### src/hw/rtl/gsg_pkg.sv
// Shared types, constants and the 5x7 glyph table for the glyph span generator.
// No dependencies; imported by every module of the block.
package gsg_pkg;

    localparam int GLYPH_WIDTH  = 5;
    localparam int GLYPH_HEIGHT = 7;
    localparam int NUM_GLYPHS   = 23;
    localparam logic [1:0] MAX_SCALE = 2'd3;
    localparam logic [4:0] ADVANCE   = 5'(GLYPH_WIDTH + 1);

    localparam logic [1:0] REG_ORIGIN_X    = 2'd0;
    localparam logic [1:0] REG_ORIGIN_Y    = 2'd1;
    localparam logic [1:0] REG_PIXEL_SCALE = 2'd2;

    typedef logic [GLYPH_WIDTH-1:0] glyph_row_t;
    typedef glyph_row_t [GLYPH_HEIGHT-1:0] glyph_t;

    typedef struct packed {
        logic load;
        logic step;
    } gsg_cmd_t;

    typedef struct packed {
        logic has_span;
        logic out_free;
        logic done;
        logic scale_zero;
    } gsg_sts_t;

    // Rows are listed bottom first, so the top row 0 sits in the lowest element.
    localparam glyph_t GLYPH_ROM [NUM_GLYPHS] = '{
        '{5'h00, 5'h00, 5'h00, 5'h00, 5'h00, 5'h00, 5'h00},
        '{5'h0E, 5'h11, 5'h19, 5'h15, 5'h13, 5'h11, 5'h0E},
        '{5'h0E, 5'h04, 5'h04, 5'h04, 5'h04, 5'h0C, 5'h04},
        '{5'h1F, 5'h10, 5'h08, 5'h06, 5'h01, 5'h11, 5'h0E},
        '{5'h1E, 5'h01, 5'h01, 5'h0E, 5'h01, 5'h01, 5'h1E},
        '{5'h02, 5'h02, 5'h1F, 5'h12, 5'h0A, 5'h06, 5'h02},
        '{5'h1E, 5'h01, 5'h01, 5'h1E, 5'h10, 5'h10, 5'h1F},
        '{5'h11, 5'h11, 5'h11, 5'h1F, 5'h11, 5'h11, 5'h0E},
        '{5'h1E, 5'h11, 5'h11, 5'h1E, 5'h11, 5'h11, 5'h1E},
        '{5'h0E, 5'h11, 5'h10, 5'h10, 5'h10, 5'h11, 5'h0E},
        '{5'h1E, 5'h11, 5'h11, 5'h11, 5'h11, 5'h11, 5'h1E},
        '{5'h1F, 5'h10, 5'h10, 5'h1E, 5'h10, 5'h10, 5'h1F},
        '{5'h0E, 5'h04, 5'h04, 5'h04, 5'h04, 5'h04, 5'h0E},
        '{5'h1F, 5'h10, 5'h10, 5'h10, 5'h10, 5'h10, 5'h10},
        '{5'h11, 5'h11, 5'h11, 5'h15, 5'h15, 5'h1B, 5'h11},
        '{5'h11, 5'h11, 5'h11, 5'h13, 5'h15, 5'h19, 5'h11},
        '{5'h0E, 5'h11, 5'h11, 5'h11, 5'h11, 5'h11, 5'h0E},
        '{5'h0D, 5'h12, 5'h15, 5'h11, 5'h11, 5'h11, 5'h0E},
        '{5'h11, 5'h12, 5'h14, 5'h1E, 5'h11, 5'h11, 5'h1E},
        '{5'h1E, 5'h01, 5'h01, 5'h0E, 5'h10, 5'h10, 5'h0F},
        '{5'h04, 5'h04, 5'h04, 5'h04, 5'h04, 5'h04, 5'h1F},
        '{5'h0E, 5'h11, 5'h11, 5'h11, 5'h11, 5'h11, 5'h11},
        '{5'h11, 5'h1B, 5'h15, 5'h15, 5'h11, 5'h11, 5'h11}
    };

    function automatic logic [4:0] glyph_index(input logic [7:0] code);
        logic [7:0] up;
        logic [4:0] idx;
        up = code;
        if (code >= 8'h61 && code <= 8'h7A)
        begin
            up = code - 8'h20;
        end
        if (up >= 8'h30 && up <= 8'h35)
        begin
            idx = 5'd1 + up[4:0] - 5'd16;
        end
        else
        begin
            unique case (up)
                8'h41:   idx = 5'd7;
                8'h42:   idx = 5'd8;
                8'h43:   idx = 5'd9;
                8'h44:   idx = 5'd10;
                8'h45:   idx = 5'd11;
                8'h49:   idx = 5'd12;
                8'h4C:   idx = 5'd13;
                8'h4D:   idx = 5'd14;
                8'h4E:   idx = 5'd15;
                8'h4F:   idx = 5'd16;
                8'h51:   idx = 5'd17;
                8'h52:   idx = 5'd18;
                8'h53:   idx = 5'd19;
                8'h54:   idx = 5'd20;
                8'h55:   idx = 5'd21;
                8'h57:   idx = 5'd22;
                default: idx = 5'd0;
            endcase
        end
        return idx;
    endfunction

endpackage

### src/hw/rtl/gsg_ctrl.sv
// Controller state machine for the glyph span generator.
// Depends on gsg_pkg for the command and status structs.
module gsg_ctrl
    import gsg_pkg::*;
(
    input  logic     clk,
    input  logic     rst_n,
    input  logic     s_tvalid,
    output logic     s_tready,
    input  gsg_sts_t sts,
    output gsg_cmd_t cmd
);

    localparam logic S_IDLE = 1'b0;
    localparam logic S_SCAN = 1'b1;

    logic state_reg;
    logic state_next;

    assign s_tready = (state_reg == S_IDLE);
    assign cmd.load = s_tvalid && s_tready;
    assign cmd.step = (state_reg == S_SCAN) && (!sts.has_span || sts.out_free);

    always_comb
    begin
        state_next = state_reg;
        unique case (state_reg)
            S_IDLE:
            begin
                if (cmd.load && !sts.scale_zero)
                begin
                    state_next = S_SCAN;
                end
            end
            S_SCAN:
            begin
                if (cmd.step && sts.done)
                begin
                    state_next = S_IDLE;
                end
            end
            default: state_next = S_IDLE;
        endcase
    end

    always_ff @(posedge clk or negedge rst_n)
    begin
        if (!rst_n)
        begin
            state_reg <= S_IDLE;
        end
        else
        begin
            state_reg <= state_next;
        end
    end

    a_no_step_idle: assert property (@(posedge clk) disable iff (!rst_n)
        state_reg == S_IDLE |-> !cmd.step)
        else $error("scan step issued while idle");

    a_done_returns_idle: assert property (@(posedge clk) disable iff (!rst_n)
        cmd.step && sts.done |=> state_reg == S_IDLE)
        else $error("controller did not return to idle after the final row");

    a_load_starts_scan: assert property (@(posedge clk) disable iff (!rst_n)
        cmd.load && !sts.scale_zero |=> state_reg == S_SCAN)
        else $error("controller did not start scanning after a transfer");

endmodule

### src/hw/rtl/gsg_datapath.sv
// Datapath of the glyph span generator: glyph store, run finder, cursor and output register.
// Depends on gsg_pkg for the glyph table, the lookup function and the control structs.
module gsg_datapath
    import gsg_pkg::*;
(
    input  logic        clk,
    input  logic        rst_n,
    input  gsg_cmd_t    cmd,
    output gsg_sts_t    sts,
    input  logic [7:0]  char_code,
    input  logic        first_char,
    input  logic [15:0] origin_x,
    input  logic [15:0] origin_y,
    input  logic [1:0]  scale,
    input  logic        m_tready,
    output logic        m_tvalid,
    output logic [15:0] span_x,
    output logic [15:0] span_y,
    output logic [3:0]  span_width,
    output logic        last_span
);

    glyph_t      glyph_reg;
    logic [2:0]  row_reg;
    logic [2:0]  row_inc;
    logic [1:0]  dy_reg;
    glyph_row_t  remain_reg;
    logic [15:0] y_reg;
    logic [15:0] cursor_reg;
    logic        out_valid_reg;
    logic [15:0] span_x_reg;
    logic [15:0] span_y_reg;
    logic [3:0]  span_width_reg;
    logic        last_span_reg;

    glyph_t      glyph_next;
    logic [2:0]  run_start;
    logic [2:0]  run_len;
    logic        found;
    logic        stop;
    glyph_row_t  clr_mask;
    glyph_row_t  remain_next;
    logic        dy_final;
    logic        tail_empty;
    logic        emit;

    assign glyph_next = GLYPH_ROM[glyph_index(char_code)];
    assign row_inc    = row_reg + 3'd1;

    always_comb
    begin
        run_start = 3'd0;
        run_len   = 3'd0;
        found     = 1'b0;
        stop      = 1'b0;
        clr_mask  = '0;
        for (int c = 0; c < GLYPH_WIDTH; c++)
        begin
            if (!found && remain_reg[GLYPH_WIDTH-1-c])
            begin
                run_start = 3'(c);
                found     = 1'b1;
            end
        end
        for (int c = 0; c < GLYPH_WIDTH; c++)
        begin
            if (found && (3'(c) >= run_start) && !stop)
            begin
                if (remain_reg[GLYPH_WIDTH-1-c])
                begin
                    run_len                   = run_len + 3'd1;
                    clr_mask[GLYPH_WIDTH-1-c] = 1'b1;
                end
                else
                begin
                    stop = 1'b1;
                end
            end
        end
    end

    always_comb
    begin
        tail_empty = 1'b1;
        for (int r = 0; r < GLYPH_HEIGHT; r++)
        begin
            if ((3'(r) > row_reg) && (glyph_reg[r] != '0))
            begin
                tail_empty = 1'b0;
            end
        end
    end

    assign remain_next    = remain_reg & ~clr_mask;
    assign dy_final       = (dy_reg == (scale - 2'd1));
    assign sts.has_span   = (remain_reg != '0);
    assign sts.out_free   = !out_valid_reg || m_tready;
    assign sts.done       = (remain_next == '0) && dy_final && tail_empty;
    assign sts.scale_zero = (scale == 2'd0);
    assign emit           = cmd.step && sts.has_span;

    always_ff @(posedge clk or negedge rst_n)
    begin
        if (!rst_n)
        begin
            cursor_reg    <= '0;
            out_valid_reg <= 1'b0;
        end
        else
        begin
            if (cmd.load)
            begin
                if (first_char)
                begin
                    cursor_reg <= origin_x;
                end
            end
            else if (cmd.step && sts.done)
            begin
                cursor_reg <= cursor_reg + {11'd0, ADVANCE * {3'd0, scale}};
            end
            if (emit)
            begin
                out_valid_reg <= 1'b1;
            end
            else if (m_tready)
            begin
                out_valid_reg <= 1'b0;
            end
        end
    end

    always_ff @(posedge clk)
    begin
        if (cmd.load)
        begin
            glyph_reg  <= glyph_next;
            row_reg    <= 3'd0;
            dy_reg     <= 2'd0;
            remain_reg <= glyph_next[0];
            y_reg      <= origin_y;
        end
        else if (cmd.step)
        begin
            if (remain_next != '0)
            begin
                remain_reg <= remain_next;
            end
            else if (!sts.done)
            begin
                y_reg <= y_reg + 16'd1;
                if (dy_final)
                begin
                    row_reg    <= row_inc;
                    dy_reg     <= 2'd0;
                    remain_reg <= glyph_reg[row_inc];
                end
                else
                begin
                    dy_reg     <= dy_reg + 2'd1;
                    remain_reg <= glyph_reg[row_reg];
                end
            end
        end
        if (emit)
        begin
            span_x_reg     <= cursor_reg + {12'd0, {1'b0, run_start} * {2'd0, scale}};
            span_y_reg     <= y_reg;
            span_width_reg <= {1'b0, run_len} * {2'd0, scale};
            last_span_reg  <= sts.done;
        end
    end

    assign m_tvalid   = out_valid_reg;
    assign span_x     = span_x_reg;
    assign span_y     = span_y_reg;
    assign span_width = span_width_reg;
    assign last_span  = last_span_reg;

    a_width_nonzero: assert property (@(posedge clk) disable iff (!rst_n)
        out_valid_reg |-> span_width_reg != 4'd0)
        else $error("span presented with zero width");

    a_row_bounded: assert property (@(posedge clk) disable iff (!rst_n)
        cmd.step |-> row_reg < 3'(GLYPH_HEIGHT))
        else $error("glyph row index ran past the last row");

    a_cursor_held: assert property (@(posedge clk) disable iff (!rst_n)
        !cmd.load && !(cmd.step && sts.done) |=> $stable(cursor_reg))
        else $error("cursor moved in the middle of a character");

endmodule

### src/hw/rtl/glyph_span_generator.sv
// Top level of the glyph span generator: configuration registers, controller and datapath.
// Depends on gsg_pkg, gsg_ctrl and gsg_datapath.
//
//  Channel   Direction  Transfer contents
//  s_axis    in         tdata: char_code[7:0]; tuser: first_char
//  m_axis    out        tdata: span_x, span_y, span_width; tlast: last_span
//  cfg       in         cfg_index 0 origin_x, 1 origin_y, 2 pixel_scale
//
// A character is accepted, then scanned span by span, stepping through each pixel row
// without spans, and ends at the last span; the spans come from the single run finder.
// A blank character scans only its top row; with scale 0 a character is accepted but
// not scanned.
// Reset clears the configuration to origin 0, 0 and scale 1 and the cursor to 0.
// With m_tready low the held span waits in the output register and the scan pauses at its
// next span.
module glyph_span_generator
    import gsg_pkg::*;
(
    input  logic        clk,
    input  logic        rst_n,
    input  logic        s_tvalid,
    output logic        s_tready,
    input  logic [7:0]  s_tdata,     // char_code[7:0]
    input  logic        s_tuser,     // first_char
    output logic        m_tvalid,
    input  logic        m_tready,
    output logic [39:0] m_tdata,     // span_x[15:0], span_y[31:16], span_width[35:32], zero
    output logic        m_tlast,
    input  logic        cfg_wr_en,
    input  logic [1:0]  cfg_index,
    input  logic [15:0] cfg_wdata
);

    logic [15:0] origin_x_reg;
    logic [15:0] origin_y_reg;
    logic [1:0]  pixel_scale_reg;
    logic [1:0]  scale;
    logic [15:0] span_x;
    logic [15:0] span_y;
    logic [3:0]  span_width;
    gsg_cmd_t    cmd;
    gsg_sts_t    sts;

    always_ff @(posedge clk or negedge rst_n)
    begin
        if (!rst_n)
        begin
            origin_x_reg    <= '0;
            origin_y_reg    <= '0;
            pixel_scale_reg <= 2'd1;
        end
        else if (cfg_wr_en)
        begin
            unique case (cfg_index)
                REG_ORIGIN_X:    origin_x_reg    <= cfg_wdata;
                REG_ORIGIN_Y:    origin_y_reg    <= cfg_wdata;
                REG_PIXEL_SCALE: pixel_scale_reg <= cfg_wdata[1:0];
                default:         ;
            endcase
        end
    end

    assign scale = (pixel_scale_reg > MAX_SCALE) ? MAX_SCALE : pixel_scale_reg;

    gsg_ctrl u_ctrl (
        .clk      (clk),
        .rst_n    (rst_n),
        .s_tvalid (s_tvalid),
        .s_tready (s_tready),
        .sts      (sts),
        .cmd      (cmd)
    );

    gsg_datapath u_datapath (
        .clk        (clk),
        .rst_n      (rst_n),
        .cmd        (cmd),
        .sts        (sts),
        .char_code  (s_tdata),
        .first_char (s_tuser),
        .origin_x   (origin_x_reg),
        .origin_y   (origin_y_reg),
        .scale      (scale),
        .m_tready   (m_tready),
        .m_tvalid   (m_tvalid),
        .span_x     (span_x),
        .span_y     (span_y),
        .span_width (span_width),
        .last_span  (m_tlast)
    );

    assign m_tdata = {4'd0, span_width, span_y, span_x};

endmodule
### config.mk
export PLATFORM = sky130hd
export DESIGN_NAME = glyph_span_generator
export DESIGN_NICKNAME = d
export VERILOG_FILES = /design/src/hw/rtl/gsg_pkg.sv /design/src/hw/rtl/gsg_ctrl.sv /design/src/hw/rtl/gsg_datapath.sv /design/src/hw/rtl/glyph_span_generator.sv
export SDC_FILE = /design/constraint.sdc
export NUM_CORES = 1
export LEC_CHECK = 0
export BUFFER_PORTS_ARGS = -buffer_cell sky130_fd_sc_hd__buf_2
export CAP_MARGIN = 10
export CORE_MARGIN = 2
export CORE_UTILIZATION = 66
export CTS_BUF_LIST = sky130_fd_sc_hd__clkbuf_4 sky130_fd_sc_hd__clkbuf_8 sky130_fd_sc_hd__clkbuf_16
export CTS_CLUSTER_DIAMETER = 150
export DETAILED_ROUTE_END_ITERATION = 8
export GPL_TIMING_DRIVEN = 0
export PLACE_DENSITY = 0.91
export SYNTH_ARGS = -nofsm -noshare
export SYNTH_HDL_FRONTEND = slang
export SYNTH_HIERARCHICAL = 1
export SYNTH_SLANG_ARGS = --single-unit
### constraint.sdc
create_clock -name clk -period 7.9 [get_ports clk]
set_input_delay 1.58 -clock clk [delete_from_list [all_inputs] [get_ports clk]]
set_output_delay 1.58 -clock clk [all_outputs]
set_load 0.1 [all_outputs]
# Yosys cells after proc, flatten, opt, wreduce, memory -nomap -nowiden
# Memories as Yosys holds them, arrays and structs flattened.
# Index checks and enable logic that the tools add are counted.
# totals
ff_bits	150
romBits	1120
input_bits	32
output_inout_bits	43
elab_cells	223
mem_count	1
# op_classes
add_sub_neg	13
mul	3
n_lt_le_gt_ge	20
eq_ne	23
mux	71
n_bitwise	6
reduce_logical	65
# mem_list
name	words	word_bits	read_ports	rd_clocked_by_memory_dff	wr	line	text
(name not given)	32	35	1	0	0	gsg_datapath.sv:47	assign glyph_next = GLYPH_ROM[glyph_index(char_code)];
# ops
op	count
$eq A8 B7 Y1 const B	16
$mux W16	7
$pmux W5 S16	1
$mux W35	2
$reduce_bool A5 Y1	9
$mux W5	8
$mux W1	35
$bmux W5 S3	2
$mux W3	10
$logic_and A1 B1 Y1	29
$add A16 B1 Y16 const B	1
$add A16 B4 Y16	1
$add A16 B5 Y16	1
$add A3 B1 Y3 const B	5
$logic_not A1 Y1	11
$reduce_and A2 Y1	5
$gt A3 B3 Y1 const A	3
$ge A8 B6 Y1 const B	1
$ge A8 B7 Y1 const B	1
$le A8 B6 Y1 const B	1
$le A8 B7 Y1 const B	1
$lt A3 B4 Y1 const B	2
$mul A3 B2 Y4	2
$mux W2	4
30 further kinds	43

# Depth between registers and ports, before layout
# logic_depth
ltp_word	37
depth_mapped	18
depth_no_buf	16

# Cells and area by module
# The synthesis kept the hierarchy.
# modules_own_cells
mod	instances	cells_per_inst	area_each_um2	seq_area_each_um2
gsg_datapath	1	769	7726.2	3288.2
glyph_span_generator	1	78	1325.0	852.1
gsg_ctrl	1	8	77.6	25.0

# Worst setup path before layout
# No wires, ideal clock.
# synth_path
path_kind	input -> register
from	input s_tvalid
to	register u_datapath.y_reg[0] (enable)
t_arrival_ns	4.556
required_ns	7.528
path_slack_ns	2.972
path_stages	5
n_path_buf	2
cell_sequence	nor2b_1 -> clkbuf_1 -> inv_1 -> clkbuf_1 -> nand2_1
# synth_between
elab_chain_len	3
elab_cells_between_ends	5
classes_between	eq/ne (2); reduce/logical (3)
# synth_lines
item	line	text
start: declaration	glyph_span_generator.sv:21	input logic s_tvalid,
$logic_and A1 B1 Y1 *	gsg_ctrl.sv:21	assign cmd.load = s_tvalid && s_tready;
$ne A2 B2 Y1 (no source line) or $reduce_bool A2 Y1 (tied branches)	n/a	
$reduce_and A3 Y1 (no source line) *	n/a	
end signal: assignment	gsg_datapath.sv:141	y_reg <= origin_y;
end signal: assignment	gsg_datapath.sv:151	y_reg <= y_reg + 16'd1;
end: declaration	gsg_datapath.sv:28	logic [15:0] y_reg;
# Mark *: on every way between the ends. The rest lies on a longest branch, timed or not.
# A chain may end at the register's enable or synchronous reset.

==> flow_metrics.py <==
metrics = {
    "cells_and_area": {
        "layoutNonFillerInstCount": 1137,
        "antennaDiodeCount": 0,
        "drive_above_1_share": 0.2248,
        "fin_nets": 1019,
        "syn2layout_area_growth_pct": 13.36,
        "largest_register_ffs": 34,
        "n_fill_cell": 795,
    },
    "clock_tree": {
        "clkSinkCount": 149,
        "clk_pin_slew_ps": 60,
        "ctsHoldBuffers": 0,
        "cts-root-buf": "clkbuf_16",
        "insertion_delay_ps": 450,
        "htree_num_levels": 4,
        "postCtsSetupBuffers": 0,
        "tritoncts": "yes",
        "ctsLongestPathBuffers": 2,
        "cts_resized": 0,
        "cts_buffers": 17,
    },
    "placement": {
        "hpwlAfterDp_um": 16570,
        "dp_cells": 1104,
        "numPortBuffers": 69,
        "gp_congestion": 1.021,
    },
    "timing": {
        "fin_crit_ps": 4643,
        "slew_headroom": 0.3752,
        "clock_skew_ps": 23.17,
        "setup_viol": 0,
        "post-route-period-util": 0.5877,
        "max_freq_mhz": 215.4,
        "tightestPinTransition_ps": 937.1,
        "rsz0062_at_grt": "no",
        "slew_violations": 0,
        "tns_ps": 0,
        "hold_viol": 0,
    },
    "logic_synthesis": {
        "seq_area_frac_synth": 0.4563,
        "async_flop_share": 0.3490,
        "syn_area_um2": 9129,
        "synthTopCellsByCount": "edfxtp_1, nand2_1, nor2_1",
        "syn_inst": 855,
        "avgSynthCellArea_um2": 10.68,
        "yosysWarnings": 6,
        "yosysMostFrequentCell": "edfxtp_1",
        "synth_top_area_cell": "edfxtp_1",
        "synth_top_area_share": 0.3026,
        "synth-edff-count": 92,
        "ys.flop_type": "edfxtp_1",
        "synth-seq-cells": 149,
        "yosys-top-cells-area": "edfxtp_1, dfrtp_1, mux2_2",
        "yosysUniqueCellTypes": 94,
    },
    "route": {
        "num_vias": 7784,
        "drc": 1,
        "vias_per_cell": 6.846,
        "route.detailed.wl_per_inst_um": 21.58,
        "final_antenna_net_count": 0,
        "wl_um": 24540,
        "drt_iter0_drc": 1078,
        "dr.pass1.iters": 8,
    },
    "floorplan": {
        "row_count": 42,
        "die_w_um": 121.6,
        "die-area_um2": 14790,
        "core_um2": 13400,
        "ios": 75,
        "die_h_um": 121.6,
        "start_util": 0.6812,
    },
    "critical_path": {
        "critical_path_arrival_ps": 4820,
        "worst_ep_required_time_ps": 8080,
        "crit_type": "primary input to flip-flop",
        "crit_chain": "buf_2 -> inv_1 -> ha_1 -> buf_2 -> or3b_1 -> nor3_1 -> o41ai_1 -> and4_1 -> nor2_2 -> clkinv_1 -> ha_1 -> and3_1 -> and2_1 -> o21bai_1",
        "slowest_delay_ps": 450,
        "cp-end-kind": "flip-flop",
        "cp-start-kind": "primary input",
        "critical_path.max_fanout": 11,
        "cp_slowest_cell": "ha_1",
    },
    "power_and_ir_drop": {
        "p_leak_nw": 4.155,
        "ir_drop_uv": 267.9,
        "powerDensity_nw_per_um2": 413.5,
    },
    "outcome": {
        "outcome": "complete, but fails checks",
        "violations": "DRC",
    },
    "min_path": {
        "hold_class": "flip-flop to flip-flop",
    },
    "grt": {
        "grt_pass1_wl_um": 38500,
        "grt_max_degree": 53,
        "grt.total_usage": 0.3386,
        "first_global_vias": 7391,
        "gr-total-overflow": 0,
        "antenna_found_initial": 0,
    },
    "flow_run": {
        "maxCapViolations": 0,
    },
}
## cell usage in the layout, fill, tap and decap left out, types with 5 or more instances in the layout
cell type	count
a21o_1	7
a21oi_1	34
a221o_1	5
a22oi_1	5
and2_1	10
and3_1	6
buf_2	82
buf_4	11
clkbuf_1	20
clkbuf_16	17
dfrtp_1	51
dfxtp_1	5
edfxtp_1	92
ha_1	35
inv_1	22
inv_6	5
mux2_2	46
mux2i_1	16
mux4_2	8
nand2_1	77
nand2b_1	6
nand3_1	25
nand4_1	11
nor2_1	64
nor2b_1	15
nor3_1	21
o211ai_1	12
o21ai_0	55
o22ai_1	10
o31ai_1	5
xnor2_1	21
xor2_1	21
## critical path, delay by kind of cell
family	cells	cell delay (ps)
adders and majority gates	2	620
buffers and inverters	4	730
AOI/OAI and AO/OA	2	300
and+or+nand+nor	6	1570
## cell type report
type / count / area [um2] / area share
buffer: 52 / 282.8 / 0.02732
clock buffer: 17 / 425.4 / 0.04111
clock inverter: 15 / 168.9 / 0.01632
inverter: 25 / 93.84 / 0.009068
multi-input combinational: 632 / 4607 / 0.4452
sequential: 149 / 4165 / 0.4025
tap: 176 / 220.2 / 0.02128
timing repair buffer: 71 / 385.4 / 0.03724
## path summary, 6_finish.rpt
| check | depth (start not counted) | slack (ps) | startpoint | end |
|---|---|---|---|---|
| min | 0 | 470 | u_datapath/y_reg[15]$_DFFE_PP_ | u_datapath/span_y[15]$_DFFE_PP_ |
| min reg2reg | 0 | 470 | u_datapath/y_reg[15]$_DFFE_PP_ | u_datapath/span_y[15]$_DFFE_PP_ |
| max | 14 | 3260 | s_tdata[1] | u_datapath/glyph_reg[26]$_DFFE_PP_ |
| max in group asynchronous | 2 | 6100 | rst_n | pixel_scale_reg[0]$_DFFE_PN1P_ |
| min in group asynchronous | 1 | 1140 | rst_n | origin_y_reg[10]$_DFFE_PN0P_ |
| max reg2reg | 15 | 3810 | u_datapath/remain_reg[4]$_DFFE_PP_ | u_datapath/span_width[3]$_DFFE_PP_ |
## metal layers
| metal | vias to the layer above | track usage | part of all wire |
|---|---|---|---|
| met1 | 3706 | 0.4414 | 0.38 |
| li1 | 3367 | - | - |
| met5 | - | 0 | 0 |
| met2 | 571 | 0.5502 | 0.48 |
| met3 | 140 | 0.07210 | 0.095 |
| met4 | 0 | 0.1501 | 0.046 |
## through the flow
| step | hold WS [ps] | power (W) | worst slack (ps) | instance area [um2] | util |
|---|---|---|---|---|---|
| floorplan | 446.0 | 0.002969 | 2972 | 9140 | - |
| global placement | 454.3 | 0.003315 | 1761 | 9706 | 0.7243 |
| detailed placement | 458.0 | 0.003387 | 2883 | 9734 | 0.7264 |
| CTS | 472.4 | 0.004243 | 3316 | 10330 | 0.7708 |
| global route | 493.9 | 0.004466 | 3014 | 10350 | 0.7723 |
| finish | 471.3 | 0.004280 | 3257 | 10350 | 0.7723 |
## where the power goes
group	switching [W]	internal, W
Clock	0.000351	0.000474
Combinational	0.00154	0.000597
Sequential	0.000157	0.00116
## cells by family (layout without fill, tap and decap cells)
| family | after synthesis | in the layout | share of synthesized area |
|---|---|---|---|
| mux | 70 | 70 | 0.09402 |
| buf+inv | 77 | 180 | 0.04125 |
| flops | 149 | 149 | 0.4563 |
| compound gates | 199 | 199 | 0.1510 |
| other cells | 1 | 4 | 0.0004108 |
| simple gates | 278 | 278 | 0.1600 |
| xor+xnor | 42 | 42 | 0.04030 |
| fa+ha+maj | 39 | 39 | 0.05674 |
Note: power is estimated with default switching activity, not from simulation.
